==> src/rtl/cfbd_pkg.sv <==
// cfbd_pkg: phase and error codes, shared types and the crc-15 step
// used by the decoder modules and the port checker; depends on nothing
package cfbd_pkg;

  localparam int unsigned PHASE_W = 4;
  localparam int unsigned EKIND_W = 3;
  localparam int unsigned BASE_ID_W = 11;
  localparam int unsigned EXT_ID_W = 18;
  localparam int unsigned DLC_W = 4;
  localparam int unsigned DATA_W = 64;
  localparam int unsigned CRC_W = 15;
  localparam int unsigned FCNT_W = 7;
  localparam int unsigned RUN_W = 3;
  localparam int unsigned RCNT_W = 4;

  localparam logic [CRC_W-1:0] CRC_POLY = 15'h4599;

  // decoder phases
  localparam logic [PHASE_W-1:0] PH_IDLE     = 4'd0;
  localparam logic [PHASE_W-1:0] PH_ARB      = 4'd1;
  localparam logic [PHASE_W-1:0] PH_CTRL     = 4'd2;
  localparam logic [PHASE_W-1:0] PH_BASE     = 4'd3;
  localparam logic [PHASE_W-1:0] PH_EXT      = 4'd4;
  localparam logic [PHASE_W-1:0] PH_DATA     = 4'd5;
  localparam logic [PHASE_W-1:0] PH_REMOTE   = 4'd6;
  localparam logic [PHASE_W-1:0] PH_CRC      = 4'd7;
  localparam logic [PHASE_W-1:0] PH_ACK      = 4'd8;
  localparam logic [PHASE_W-1:0] PH_EOF      = 4'd9;
  localparam logic [PHASE_W-1:0] PH_IFS      = 4'd10;
  localparam logic [PHASE_W-1:0] PH_OVERLOAD = 4'd11;
  localparam logic [PHASE_W-1:0] PH_ERROR    = 4'd12;
  localparam logic [PHASE_W-1:0] PH_WAIT     = 4'd13;

  // error kinds
  localparam logic [EKIND_W-1:0] EK_NONE     = 3'd0;
  localparam logic [EKIND_W-1:0] EK_STUFF    = 3'd1;
  localparam logic [EKIND_W-1:0] EK_CRC      = 3'd2;
  localparam logic [EKIND_W-1:0] EK_CRC_DELIM = 3'd3;
  localparam logic [EKIND_W-1:0] EK_ACK      = 3'd4;
  localparam logic [EKIND_W-1:0] EK_ACK_DELIM = 3'd5;
  localparam logic [EKIND_W-1:0] EK_EOF      = 3'd6;

  typedef struct packed {
    logic [RUN_W-1:0] ones;
    logic [RUN_W-1:0] zeros;
    logic             pend;
    logic             serr;
  } cfbd_stuff_t;

  typedef struct packed {
    logic [PHASE_W-1:0]   phase;
    logic                 frame_done;
    logic [EKIND_W-1:0]   error_kind;
    logic [BASE_ID_W-1:0] base_id;
    logic [EXT_ID_W-1:0]  ext_id;
    logic                 ide_flag;
    logic                 rtr_flag;
    logic [DLC_W-1:0]     data_length;
    logic [DATA_W-1:0]    payload;
    logic                 overload_entered;
  } cfbd_result_t;

  function automatic logic [CRC_W-1:0] crc15_step(input logic [CRC_W-1:0] crc,
                                                  input logic b);
    logic nx;
    nx = b ^ crc[CRC_W-1];
    crc15_step = {crc[CRC_W-2:0], 1'b0} ^ (nx ? CRC_POLY : '0);
  endfunction

endpackage

==> src/rtl/cfbd_stuff_check.sv <==
// cfbd_stuff_check: run length tracking for bit stuffing, flags the
// stuff bit to drop and the stuff error; uses cfbd_pkg
module cfbd_stuff_check
  import cfbd_pkg::*;
(
  input  logic             enable_i,
  input  logic             bit_i,
  input  logic [RUN_W-1:0] ones_i,
  input  logic [RUN_W-1:0] zeros_i,
  output cfbd_stuff_t      stuff_o
);

  localparam logic [RUN_W-1:0] RUN_MAX = '1;
  localparam logic [RUN_W-1:0] RUN_STUFF = RUN_W'(5);
  localparam logic [RUN_W-1:0] RUN_ERR = RUN_W'(6);

  logic [RUN_W-1:0] run;

  always_comb begin
    stuff_o.ones  = ones_i;
    stuff_o.zeros = zeros_i;
    run = '0;
    if (enable_i) begin
      if (bit_i) begin
        stuff_o.zeros = '0;
        stuff_o.ones  = (ones_i < RUN_MAX) ? ones_i + RUN_W'(1) : ones_i;
        run = stuff_o.ones;
      end else begin
        stuff_o.ones  = '0;
        stuff_o.zeros = (zeros_i < RUN_MAX) ? zeros_i + RUN_W'(1) : zeros_i;
        run = stuff_o.zeros;
      end
    end
    stuff_o.pend = enable_i && (run == RUN_STUFF);
    stuff_o.serr = enable_i && (run == RUN_ERR);
  end

endmodule

==> src/rtl/cfbd_frame_fsm.sv <==
// cfbd_frame_fsm: frame decoder state, field capture, crc and the
// per-bit result registers; uses cfbd_pkg and cfbd_stuff_check
module cfbd_frame_fsm
  import cfbd_pkg::*;
(
  input  logic         clk_i,
  input  logic         rst_ni,
  input  logic         step_i,
  input  logic         bit_i,
  input  logic         cfg_we_i,
  input  logic         cfg_wdata_i,
  output cfbd_result_t res_o
);

  localparam logic [FCNT_W-1:0] FCNT_MAX = '1;
  localparam logic [RCNT_W-1:0] RCNT_MAX = '1;

  logic [PHASE_W-1:0]   phase_q, phase_d;
  logic [FCNT_W-1:0]    cnt_q, cnt_d;
  logic                 started_q, started_d;
  logic [BASE_ID_W-1:0] bid_q, bid_d;
  logic [EXT_ID_W-1:0]  eid_q, eid_d;
  logic [2:0]           ctl_q, ctl_d;
  logic [DLC_W-1:0]     len_q, len_d;
  logic [DATA_W-1:0]    pay_q, pay_d;
  logic [CRC_W-1:0]     crc_q, crc_d;
  logic [RUN_W-1:0]     ones_q, ones_d;
  logic [RUN_W-1:0]     zeros_q, zeros_d;
  logic                 skip_q, skip_d;
  logic                 cfail_q, cfail_d;
  logic [RCNT_W-1:0]    rec_q, rec_d;
  logic                 ovr_q, ovr_d;
  logic                 fd_q, fd_d;
  logic [EKIND_W-1:0]   ek_q, ek_d;
  logic                 oe_q, oe_d;

  cfbd_stuff_t st;

  cfbd_stuff_check u_stuff (
    .enable_i (started_q),
    .bit_i    (bit_i),
    .ones_i   (ones_q),
    .zeros_i  (zeros_q),
    .stuff_o  (st)
  );

  always_comb begin
    logic               go_en;
    logic [PHASE_W-1:0] go_ph;
    logic               clr;
    logic [FCNT_W-1:0]  c;
    logic [FCNT_W-1:0]  data_end;

    phase_d = phase_q;  cnt_d = cnt_q;    started_d = started_q;
    bid_d = bid_q;      eid_d = eid_q;    ctl_d = ctl_q;
    len_d = len_q;      pay_d = pay_q;    crc_d = crc_q;
    ones_d = st.ones;   zeros_d = st.zeros;
    cfail_d = cfail_q;  rec_d = rec_q;    ovr_d = ovr_q;
    fd_d = 1'b0;        ek_d = EK_NONE;   oe_d = 1'b0;
    go_en = 1'b0;       go_ph = phase_q;  clr = 1'b0;
    c = cnt_q;
    data_end = '0;

    if (st.serr) begin
      started_d = 1'b0;
      ek_d = EK_STUFF;
      go_en = 1'b1;
      go_ph = PH_ERROR;
    end

    if (!skip_q && !st.serr) begin
      case (phase_q)
        PH_ARB: begin
          crc_d = crc15_step(crc_q, bit_i);
          bid_d = {bid_q[BASE_ID_W-2:0], bit_i};
          if (c >= FCNT_W'(10)) begin
            go_en = 1'b1; go_ph = PH_CTRL;
          end else begin
            cnt_d = c + FCNT_W'(1);
          end
        end
        PH_CTRL: begin
          crc_d = crc15_step(crc_q, bit_i);
          if (c == '0) begin
            ctl_d[0] = bit_i;
            cnt_d = c + FCNT_W'(1);
          end else begin
            ctl_d[1] = bit_i;
            go_en = 1'b1;
            go_ph = bit_i ? PH_EXT : PH_BASE;
          end
        end
        PH_BASE: begin
          crc_d = crc15_step(crc_q, bit_i);
          ctl_d[2] = ctl_q[0];
          go_en = 1'b1;
          go_ph = ctl_q[0] ? PH_REMOTE : PH_DATA;
        end
        PH_EXT: begin
          crc_d = crc15_step(crc_q, bit_i);
          if (c <= FCNT_W'(17)) eid_d = {eid_q[EXT_ID_W-2:0], bit_i};
          if (c == FCNT_W'(18)) ctl_d[2] = bit_i;
          if (c >= FCNT_W'(20)) begin
            go_en = 1'b1;
            go_ph = ctl_d[2] ? PH_REMOTE : PH_DATA;
          end else begin
            cnt_d = c + FCNT_W'(1);
          end
        end
        PH_REMOTE: begin
          crc_d = crc15_step(crc_q, bit_i);
          if (c <= FCNT_W'(3)) len_d = {len_q[DLC_W-2:0], bit_i};
          if (c >= FCNT_W'(3)) begin
            if (len_d > DLC_W'(8)) len_d = DLC_W'(8);
            go_en = 1'b1; go_ph = PH_CRC;
          end else begin
            cnt_d = c + FCNT_W'(1);
          end
        end
        PH_DATA: begin
          crc_d = crc15_step(crc_q, bit_i);
          if (c <= FCNT_W'(3)) len_d = {len_q[DLC_W-2:0], bit_i};
          if (c == FCNT_W'(3) && len_d > DLC_W'(8)) len_d = DLC_W'(8);
          // last data bit index: 3 + 8 * length
          data_end = {len_d, 3'b000} + FCNT_W'(3);
          if (c > FCNT_W'(3) && c <= data_end) pay_d = {pay_q[DATA_W-2:0], bit_i};
          if (c >= FCNT_W'(3) && c >= data_end) begin
            go_en = 1'b1; go_ph = PH_CRC;
          end else begin
            cnt_d = c + FCNT_W'(1);
          end
        end
        PH_CRC: begin
          if (c <= FCNT_W'(14)) crc_d = crc15_step(crc_q, bit_i);
          if (c == FCNT_W'(14)) begin
            if (crc_d != '0) cfail_d = 1'b1;
            started_d = 1'b0;
          end
          if (c >= FCNT_W'(15)) begin
            go_en = 1'b1;
            if (!bit_i) begin
              go_ph = PH_ERROR; ek_d = EK_CRC_DELIM;
            end else begin
              go_ph = PH_ACK;
            end
          end else begin
            cnt_d = c + FCNT_W'(1);
          end
        end
        PH_ACK: begin
          if (c == '0) begin
            if (bit_i) begin
              go_en = 1'b1; go_ph = PH_ERROR; ek_d = EK_ACK;
            end else begin
              cnt_d = c + FCNT_W'(1);
            end
          end else if (cfail_q) begin
            go_en = 1'b1; go_ph = PH_ERROR; ek_d = EK_CRC;
          end else if (!bit_i) begin
            go_en = 1'b1; go_ph = PH_ERROR; ek_d = EK_ACK_DELIM;
          end else begin
            go_en = 1'b1; go_ph = PH_EOF; fd_d = 1'b1;
          end
        end
        PH_EOF: begin
          if (!bit_i) begin
            go_en = 1'b1; go_ph = PH_ERROR; ek_d = EK_EOF;
          end else if (c >= FCNT_W'(6)) begin
            go_en = 1'b1; go_ph = ovr_q ? PH_OVERLOAD : PH_IFS;
          end else begin
            cnt_d = c + FCNT_W'(1);
          end
        end
        PH_IFS: begin
          if (c >= FCNT_W'(2)) begin
            clr = 1'b1;
          end else if (!bit_i) begin
            go_en = 1'b1; go_ph = PH_OVERLOAD; oe_d = 1'b1;
          end else begin
            cnt_d = c + FCNT_W'(1);
          end
        end
        PH_OVERLOAD, PH_ERROR: begin
          // leave with the first bit after the seventh recessive bit, consecutive or not
          if (rec_q >= RCNT_W'(7)) begin
            go_en = 1'b1; go_ph = PH_WAIT;
          end
          if (bit_i && rec_q < RCNT_MAX) rec_d = rec_q + RCNT_W'(1);
        end
        PH_WAIT: begin
          if (c >= FCNT_W'(10)) begin
            clr = 1'b1;
            if (!bit_i) begin
              go_en = 1'b1; go_ph = PH_OVERLOAD; oe_d = 1'b1;
            end
          end else if (bit_i) begin
            cnt_d = c + FCNT_W'(1);
          end else begin
            go_en = 1'b1; go_ph = PH_OVERLOAD; oe_d = 1'b1;
          end
        end
        default: begin
          // start of frame: counts as the first dominant bit
          if (!bit_i) begin
            phase_d = PH_IDLE;
            go_en = 1'b1; go_ph = PH_ARB;
            started_d = 1'b1;
            crc_d = crc15_step(crc_q, 1'b0);
            zeros_d = RUN_W'(1);
            ones_d = '0;
          end
        end
      endcase
    end

    if (clr) begin
      ovr_d = 1'b0;     phase_d = PH_IDLE; cnt_d = '0;   started_d = 1'b0;
      bid_d = '0;       eid_d = '0;        ctl_d = '0;   len_d = '0;
      pay_d = '0;       crc_d = '0;        ones_d = '0;  zeros_d = '0;
      cfail_d = 1'b0;   rec_d = '0;
    end

    if (go_en) begin
      if (go_ph == PH_OVERLOAD || go_ph == PH_ERROR) rec_d = '0;
      // wait keeps its recessive count across overload frames
      if (!(go_ph == PH_WAIT || (go_ph == PH_OVERLOAD && phase_d == PH_WAIT))) cnt_d = '0;
      phase_d = go_ph;
    end

    skip_d = st.pend;
  end

  always_ff @(posedge clk_i or negedge rst_ni) begin
    if (!rst_ni) begin
      phase_q <= PH_IDLE;  cnt_q <= '0;    started_q <= 1'b0;
      bid_q <= '0;         eid_q <= '0;    ctl_q <= '0;
      len_q <= '0;         pay_q <= '0;    crc_q <= '0;
      ones_q <= '0;        zeros_q <= '0;  skip_q <= 1'b0;
      cfail_q <= 1'b0;     rec_q <= '0;    ovr_q <= 1'b0;
      fd_q <= 1'b0;        ek_q <= EK_NONE; oe_q <= 1'b0;
    end else begin
      if (step_i) begin
        phase_q <= phase_d;  cnt_q <= cnt_d;    started_q <= started_d;
        bid_q <= bid_d;      eid_q <= eid_d;    ctl_q <= ctl_d;
        len_q <= len_d;      pay_q <= pay_d;    crc_q <= crc_d;
        ones_q <= ones_d;    zeros_q <= zeros_d; skip_q <= skip_d;
        cfail_q <= cfail_d;  rec_q <= rec_d;
        fd_q <= fd_d;        ek_q <= ek_d;      oe_q <= oe_d;
      end
      if (cfg_we_i) begin
        ovr_q <= cfg_wdata_i;
      end else if (step_i) begin
        ovr_q <= ovr_d;
      end
    end
  end

  assign res_o.phase            = phase_q;
  assign res_o.frame_done       = fd_q;
  assign res_o.error_kind       = ek_q;
  assign res_o.base_id          = bid_q;
  assign res_o.ext_id           = eid_q;
  assign res_o.ide_flag         = ctl_q[1];
  assign res_o.rtr_flag         = ctl_q[2];
  assign res_o.data_length      = len_q;
  assign res_o.payload          = pay_q;
  assign res_o.overload_entered = oe_q;

endmodule

==> src/rtl/can_frame_bit_decoder_core.sv <==
// can_frame_bit_decoder_core: top level of the bit-serial can frame decoder
// depends on cfbd_pkg and cfbd_frame_fsm
//
//   channel  direction  handshake              payload
//   in       sink       in_valid_i/in_stall_o  bus_bit_i
//   out      source     out_valid_o/out_stall_i phase_o .. overload_entered_o
//   cfg      sink       cfg_we_i               cfg_wdata_i (overload request)
//
// one bus bit per cycle while in_stall_o is low: each accepted word is decoded
// in the cycle it is accepted and its result word is valid on the next cycle
// the decoder state registers double as the result register; the single
// feedback loop (phase, counters, crc) closes through those registers
// in_stall_o is raised only while a result word is held and out_stall_i is high
// reset is asynchronous, active low, and leaves the decoder in bus idle
module can_frame_bit_decoder_core
  import cfbd_pkg::*;
(
  input  logic                 clk_i,
  input  logic                 rst_ni,
  // bit input
  input  logic                 in_valid_i,
  output logic                 in_stall_o,
  input  logic                 bus_bit_i,
  // configuration
  input  logic                 cfg_we_i,
  input  logic                 cfg_wdata_i,
  // result output
  output logic                 out_valid_o,
  input  logic                 out_stall_i,
  output logic [PHASE_W-1:0]   phase_o,
  output logic                 frame_done_o,
  output logic [EKIND_W-1:0]   error_kind_o,
  output logic [BASE_ID_W-1:0] base_id_o,
  output logic [EXT_ID_W-1:0]  ext_id_o,
  output logic                 ide_flag_o,
  output logic                 rtr_flag_o,
  output logic [DLC_W-1:0]     data_length_o,
  output logic [DATA_W-1:0]    payload_o,
  output logic                 overload_entered_o
);

  logic         out_valid_q, out_valid_d;
  logic         accept;
  cfbd_result_t res;

  // a held result word is replaced only once it is taken
  assign in_stall_o = out_valid_q && out_stall_i;
  assign accept     = in_valid_i && !in_stall_o;

  cfbd_frame_fsm u_fsm (
    .clk_i       (clk_i),
    .rst_ni      (rst_ni),
    .step_i      (accept),
    .bit_i       (bus_bit_i),
    .cfg_we_i    (cfg_we_i),
    .cfg_wdata_i (cfg_wdata_i),
    .res_o       (res)
  );

  // result valid: set by every accepted bit, cleared once taken
  always_comb begin
    out_valid_d = out_valid_q;
    if (accept) begin
      out_valid_d = 1'b1;
    end else if (!out_stall_i) begin
      out_valid_d = 1'b0;
    end
  end

  always_ff @(posedge clk_i or negedge rst_ni) begin
    if (!rst_ni) begin
      out_valid_q <= 1'b0;
    end else begin
      out_valid_q <= out_valid_d;
    end
  end

  assign out_valid_o        = out_valid_q;
  assign phase_o            = res.phase;
  assign frame_done_o       = res.frame_done;
  assign error_kind_o       = res.error_kind;
  assign base_id_o          = res.base_id;
  assign ext_id_o           = res.ext_id;
  assign ide_flag_o         = res.ide_flag;
  assign rtr_flag_o         = res.rtr_flag;
  assign data_length_o      = res.data_length;
  assign payload_o          = res.payload;
  assign overload_entered_o = res.overload_entered;

endmodule

==> config.mk <==
export PLATFORM = sky130hd
export DESIGN_NAME = can_frame_bit_decoder_core
export DESIGN_NICKNAME = d
export VERILOG_FILES = /design/src/rtl/cfbd_pkg.sv /design/src/rtl/cfbd_stuff_check.sv /design/src/rtl/cfbd_frame_fsm.sv /design/src/rtl/can_frame_bit_decoder_core.sv
export SDC_FILE = /design/constraint.sdc
export NUM_CORES = 1
export LEC_CHECK = 0
export CORE_ASPECT_RATIO = 1.75
export CORE_UTILIZATION = 29
export CTS_CLUSTER_SIZE = 24
export DETAILED_ROUTE_END_ITERATION = 12
export DONT_BUFFER_PORTS = 1
export SKIP_CTS_REPAIR_TIMING = 1
export SYNTH_ARGS = -nofsm -noshare
export SYNTH_HDL_FRONTEND = slang
export SYNTH_HIERARCHICAL = 1
export SYNTH_SLANG_ARGS = --single-unit
==> constraint.sdc <==
create_clock -name clk_i -period 5.28 [get_ports clk_i]
set_input_delay 1.056 -clock clk_i [delete_from_list [all_inputs] [get_ports clk_i]]
set_output_delay 1.056 -clock clk_i [all_outputs]
set_load 0.005 [all_outputs]
==> run summary <==
The placement-stage cell area came out at 9060 sq um. Summed over all nets, the half-perimeter wirelength after detailed placement is 21500 um. After floorplanning, the core was divided into 83 placement rows. The detailed router placed 8161 vias in this run. TritonCTS built the clock tree. The final global-route overflow total was 0; the count of nets after finishing was 1076. After synthesis, the mean cell area works out to 7.95 sq um. Synthesis instantiated 83 different standard cells from the library. The final cycle utilization of the critical path is 87.7%. In this run, CTS created clock tree buffers numbering 17. The signed area change from the synthesized netlist to the final layout is 11.5%. For the worst hold margin, the log shows 317 ps. For this run, the slowest stage of the critical path takes 520 ps. Among all cell types in the netlist, the one instantiated most often is nand2_1. For the number of global-route vias before repair, the log shows 7934. Counting flops with an async set or reset pin after synthesis yields a share of 100%.

Counting I/O delays and the setup requirement, the final critical path takes 4630 ps. The sequential element share of the synthesized area was 42.1%; the setup total negative slack was 0 ps. The most numerous cell type found on the critical path is nand2_1.

The number of pins exceeding their max-slew limit in the final report came out at 0. The utilization after layout was 32.9%; the detailed-route DRC error count was 0. The highest achievable clock rate came out at 216 MHz. The first global-routing pass estimated 46500 um of wire. The run gives 0 as the count of antenna diodes in the layout. Floorplan die height: 231 um. The final RePlAce weighted congestion was 0.993. The cell area after technology mapping was 8680 sq um; the H-tree depth was 4. The tool flagged a number of max-cap violations equal to 0.

The number of fill cells in the layout was 3077. Port buffering added 0 buffers. The critical path in this run is classified as register to register. The leakage component of the power was 4.00 nW; the clock sink count was 146.

The initial utilization of the core area, before any placement, comes to 29.5%. The most used flip-flop cell after synthesis is dfrtp_1. The post-synthesis register bit count was 146. Setup violations remaining at the end of the flow were counted as 0.

In this run the critical register-to-register path is captured at u_fsm/cnt_q[2]$_DFFE_PN0P_. The classification of the worst-slack hold path was input pin to asynchronous set/reset pin. For the clock insertion delay at the later pin of the skew report, the log shows 440 ps. The path depth of the worst reg2reg path is 18, and the final design instance area without fill is 9680 sq um.

The run gives 29400 sq um as the placeable core region. In this run the tightest slew margin relative to its limit is 23.0%. In this run the remaining antenna-violating nets after routing total 0. Sorting the synthesized cells by how often they occur yields nand2_1 (291), dfrtp_1 (146), o21ai_0 (145). In this run the horizontal extent of the chip is 133 um. Global routing used 20.0% of the available tracks. Wires add up to 29900 um.

The run gives 569 as the number of design-rule violations left by the first detailed-router iteration. Cell type of the slowest stage on the worst timing path: dfrtp_1. The reg-to-reg critical path startpoint was u_fsm/cnt_q[5]$_DFFE_PN0P_.

The share of final-layout standard cells stronger than drive strength 1 came out at 7.94%. Setup repair after global routing left no endpoint under its margin. Yosys printed 6 warnings.

Of all nets on the critical path, the largest fanout is 11. STA puts the critical path data required time at 5600 ps. The critical path goes through or3_4 -> nor3_1 -> o21ai_1 -> inv_1 -> nand2_1 -> nand2_1 -> nand2_1 -> ha_1 -> nand4_1 -> o221ai_1 -> a21oi_1 -> nor3b_1 -> o2bb2ai_1 -> a21boi_1 -> o221ai_2 -> buf_4 -> a21oi_1 -> o22a_1. The area share of the leading cell type in the synthesized netlist works out to 42.1%.

By area the synthesized netlist is led by dfrtp_1 (42%), nand2_1 (13%), o21ai_0 (8.4%). The logs give 2 for the worst-case clock buffer depth and 9.55 ps for the worst clock skew. For the pin with the worst max-slew slack, the measured transition is 1150 ps. The final number of hold-violating endpoints came out at 0. Element type at the critical path start: a register. After clock tree synthesis, the clock-pin slew on the worst setup and hold paths is 60 ps. The number of enable-type register cells in the synthesized netlist is 0. The synthesized design spends more area on one cell type than any other, namely dfrtp_1.

Counting every net in the synthesized netlist gives 1110. Power per standard cell area: 427 nW/um^2. The run finished with clean final reports.

The area enclosed by the die boundary came out at 30700 sq um. After detailed routing, the number of vias per cell comes to 5.62. The tools report the initial antenna violation count as 0. In the final routed layout, each cell accounts on average for 20.6 um. The cell chosen for the clock root was clkbuf_16. For the register-to-register setup slack, the log shows 650 ps. In the synthesized netlist, the number of instances is 1092. For this run, the detailed router's first-pass iteration total came to 7.

Entering global routing, the biggest net connects 147 pins. The endpoint class of the critical path was a register. For the worst setup path, the data arrival time is 4950 ps. 117 I/O pins were placed.

The worst-case IR drop observed on VDD is 277 uV. The run gives 4.13 mW as the power after layout.
[metal layers]
metal | track usage (%) | vias to the layer above | wire, um
li1 | - | 3800 | -
met1 | 19.7 | 3950 | 10500
met3 | 4.90 | 109 | 1660
met2 | 35.7 | 302 | 15500
met4 | 15.3 | 0 | 2210
met5 | 0 | - | 0
[worst max-delay path: cells and delay by family, from the launching register on]
family / cells / cell delay [ps]
DFF: 1 / 520
buffers and inverters: 2 / 380
and+or+nand+nor: 7 / 1610
AOI/OAI and AO/OA: 8 / 1670
adders and majority gates: 1 / 310
[registers in the layout, indices dropped and copies added, names as in the netlist]
register,cells
u_fsm/ek_q,3
u_fsm/skip_q,1
u_fsm/crc_q,15
u_fsm/ones_q,3
u_fsm/oe_q,1
u_fsm/pay_q,64
u_fsm/rec_q,4
u_fsm/eid_q,18
u_fsm/len_q,4
u_fsm/cnt_q,7
u_fsm/phase_q,4
u_fsm/started_q,1
u_fsm/bid_q,11
u_fsm/cfail_q,1
u_fsm/ctl_q,3
u_fsm/zeros_q,3
u_fsm/ovr_q,1
u_fsm/fd_q,1
out_valid_o,1
[how the worst max path moves through the flow]
stage	slack (ps)	cells after the start	endpoint	start
6_report	650	18	u_fsm/cnt_q[2]$_DFFE_PN0P_	u_fsm/cnt_q[5]$_DFFE_PN0P_
5_1_grt	270	18	u_fsm/cnt_q[2]$_DFFE_PN0P_	u_fsm/cnt_q[5]$_DFFE_PN0P_
4_1_cts	730	14	u_fsm/cnt_q[2]$_DFFE_PN0P_	u_fsm/cnt_q[5]$_DFFE_PN0P_
3_5_place_dp	760	14	u_fsm/cnt_q[2]$_DFFE_PN0P_	u_fsm/cnt_q[5]$_DFFE_PN0P_
3_3_place_gp	830	17	u_fsm/cnt_q[2]$_DFFE_PN0P_	u_fsm/cnt_q[5]$_DFFE_PN0P_
2_1_floorplan	1280	19	u_fsm/cnt_q[2]$_DFFE_PN0P_	u_fsm/cnt_q[5]$_DFFE_PN0P_
[cells in the final DEF (no fill, tap or decap), drive strengths merged, types with 7 or more instances in the layout]
| cell | instances |
|---|---|
| o22ai | 9 |
| nand3 | 31 |
| o31ai | 8 |
| nand2 | 291 |
| nor2 | 50 |
| or3 | 7 |
| a21oi | 47 |
| clkbuf | 23 |
| nor2b | 8 |
| xor2 | 7 |
| and2 | 8 |
| o2bb2ai | 16 |
| a211oi | 8 |
| a31oi | 11 |
| nand4 | 9 |
| and3 | 9 |
| dfrtp | 146 |
| a22o | 7 |
| o21ai | 152 |
| ha | 11 |
| buf | 29 |
| inv | 24 |
| nor3 | 26 |
| nor4 | 9 |
[kinds of logic (layout without fill, tap and decap cells)]
kind of cell               after synthesis  in the layout  share of synthesized area, %
xor gates and xnor gates                11             11                          1.11
buffers and inverters                  107             85                          5.17
and+or+nand+nor                        485            485                          25.5
muxes                                    4              4                         0.476
AOI/OAI and AO/OA                      328            328                          24.0
adders and majority gates               11             11                          1.58
DFF                                    146            146                          42.1
[where the power goes]
group          total [mW]  leakage (nW)  internal [mW]  switching, mW
combinational        1.38          1.71          0.522          0.860
clock                1.27         0.303          0.791          0.477
sequential           1.48          1.98           1.24          0.244
[final cells by class]
| class | count | area [sq um] | share of cell area, % |
|---|---|---|---|
| multi-input combinational | 839 | 4610 | 47.6 |
| sequential | 146 | 3650 | 37.7 |
| clock buffer | 23 | 488 | 5.04 |
| tap | 382 | 478 | 4.94 |
| timing repair buffer | 29 | 230 | 2.38 |
| clock inverter | 8 | 126 | 1.31 |
| inverter | 25 | 93.8 | 0.969 |
[stage by stage]
step / cells / setup WS [ps]
6_report: 1452 / 649
5_1_grt: 1452 / 274
3_5_place_dp: 1421 / 763
4_1_cts: 1452 / 725
2_1_floorplan: 1092 / 1280
3_3_place_gp: 1421 / 828
(Power assumes the default switching activity.)
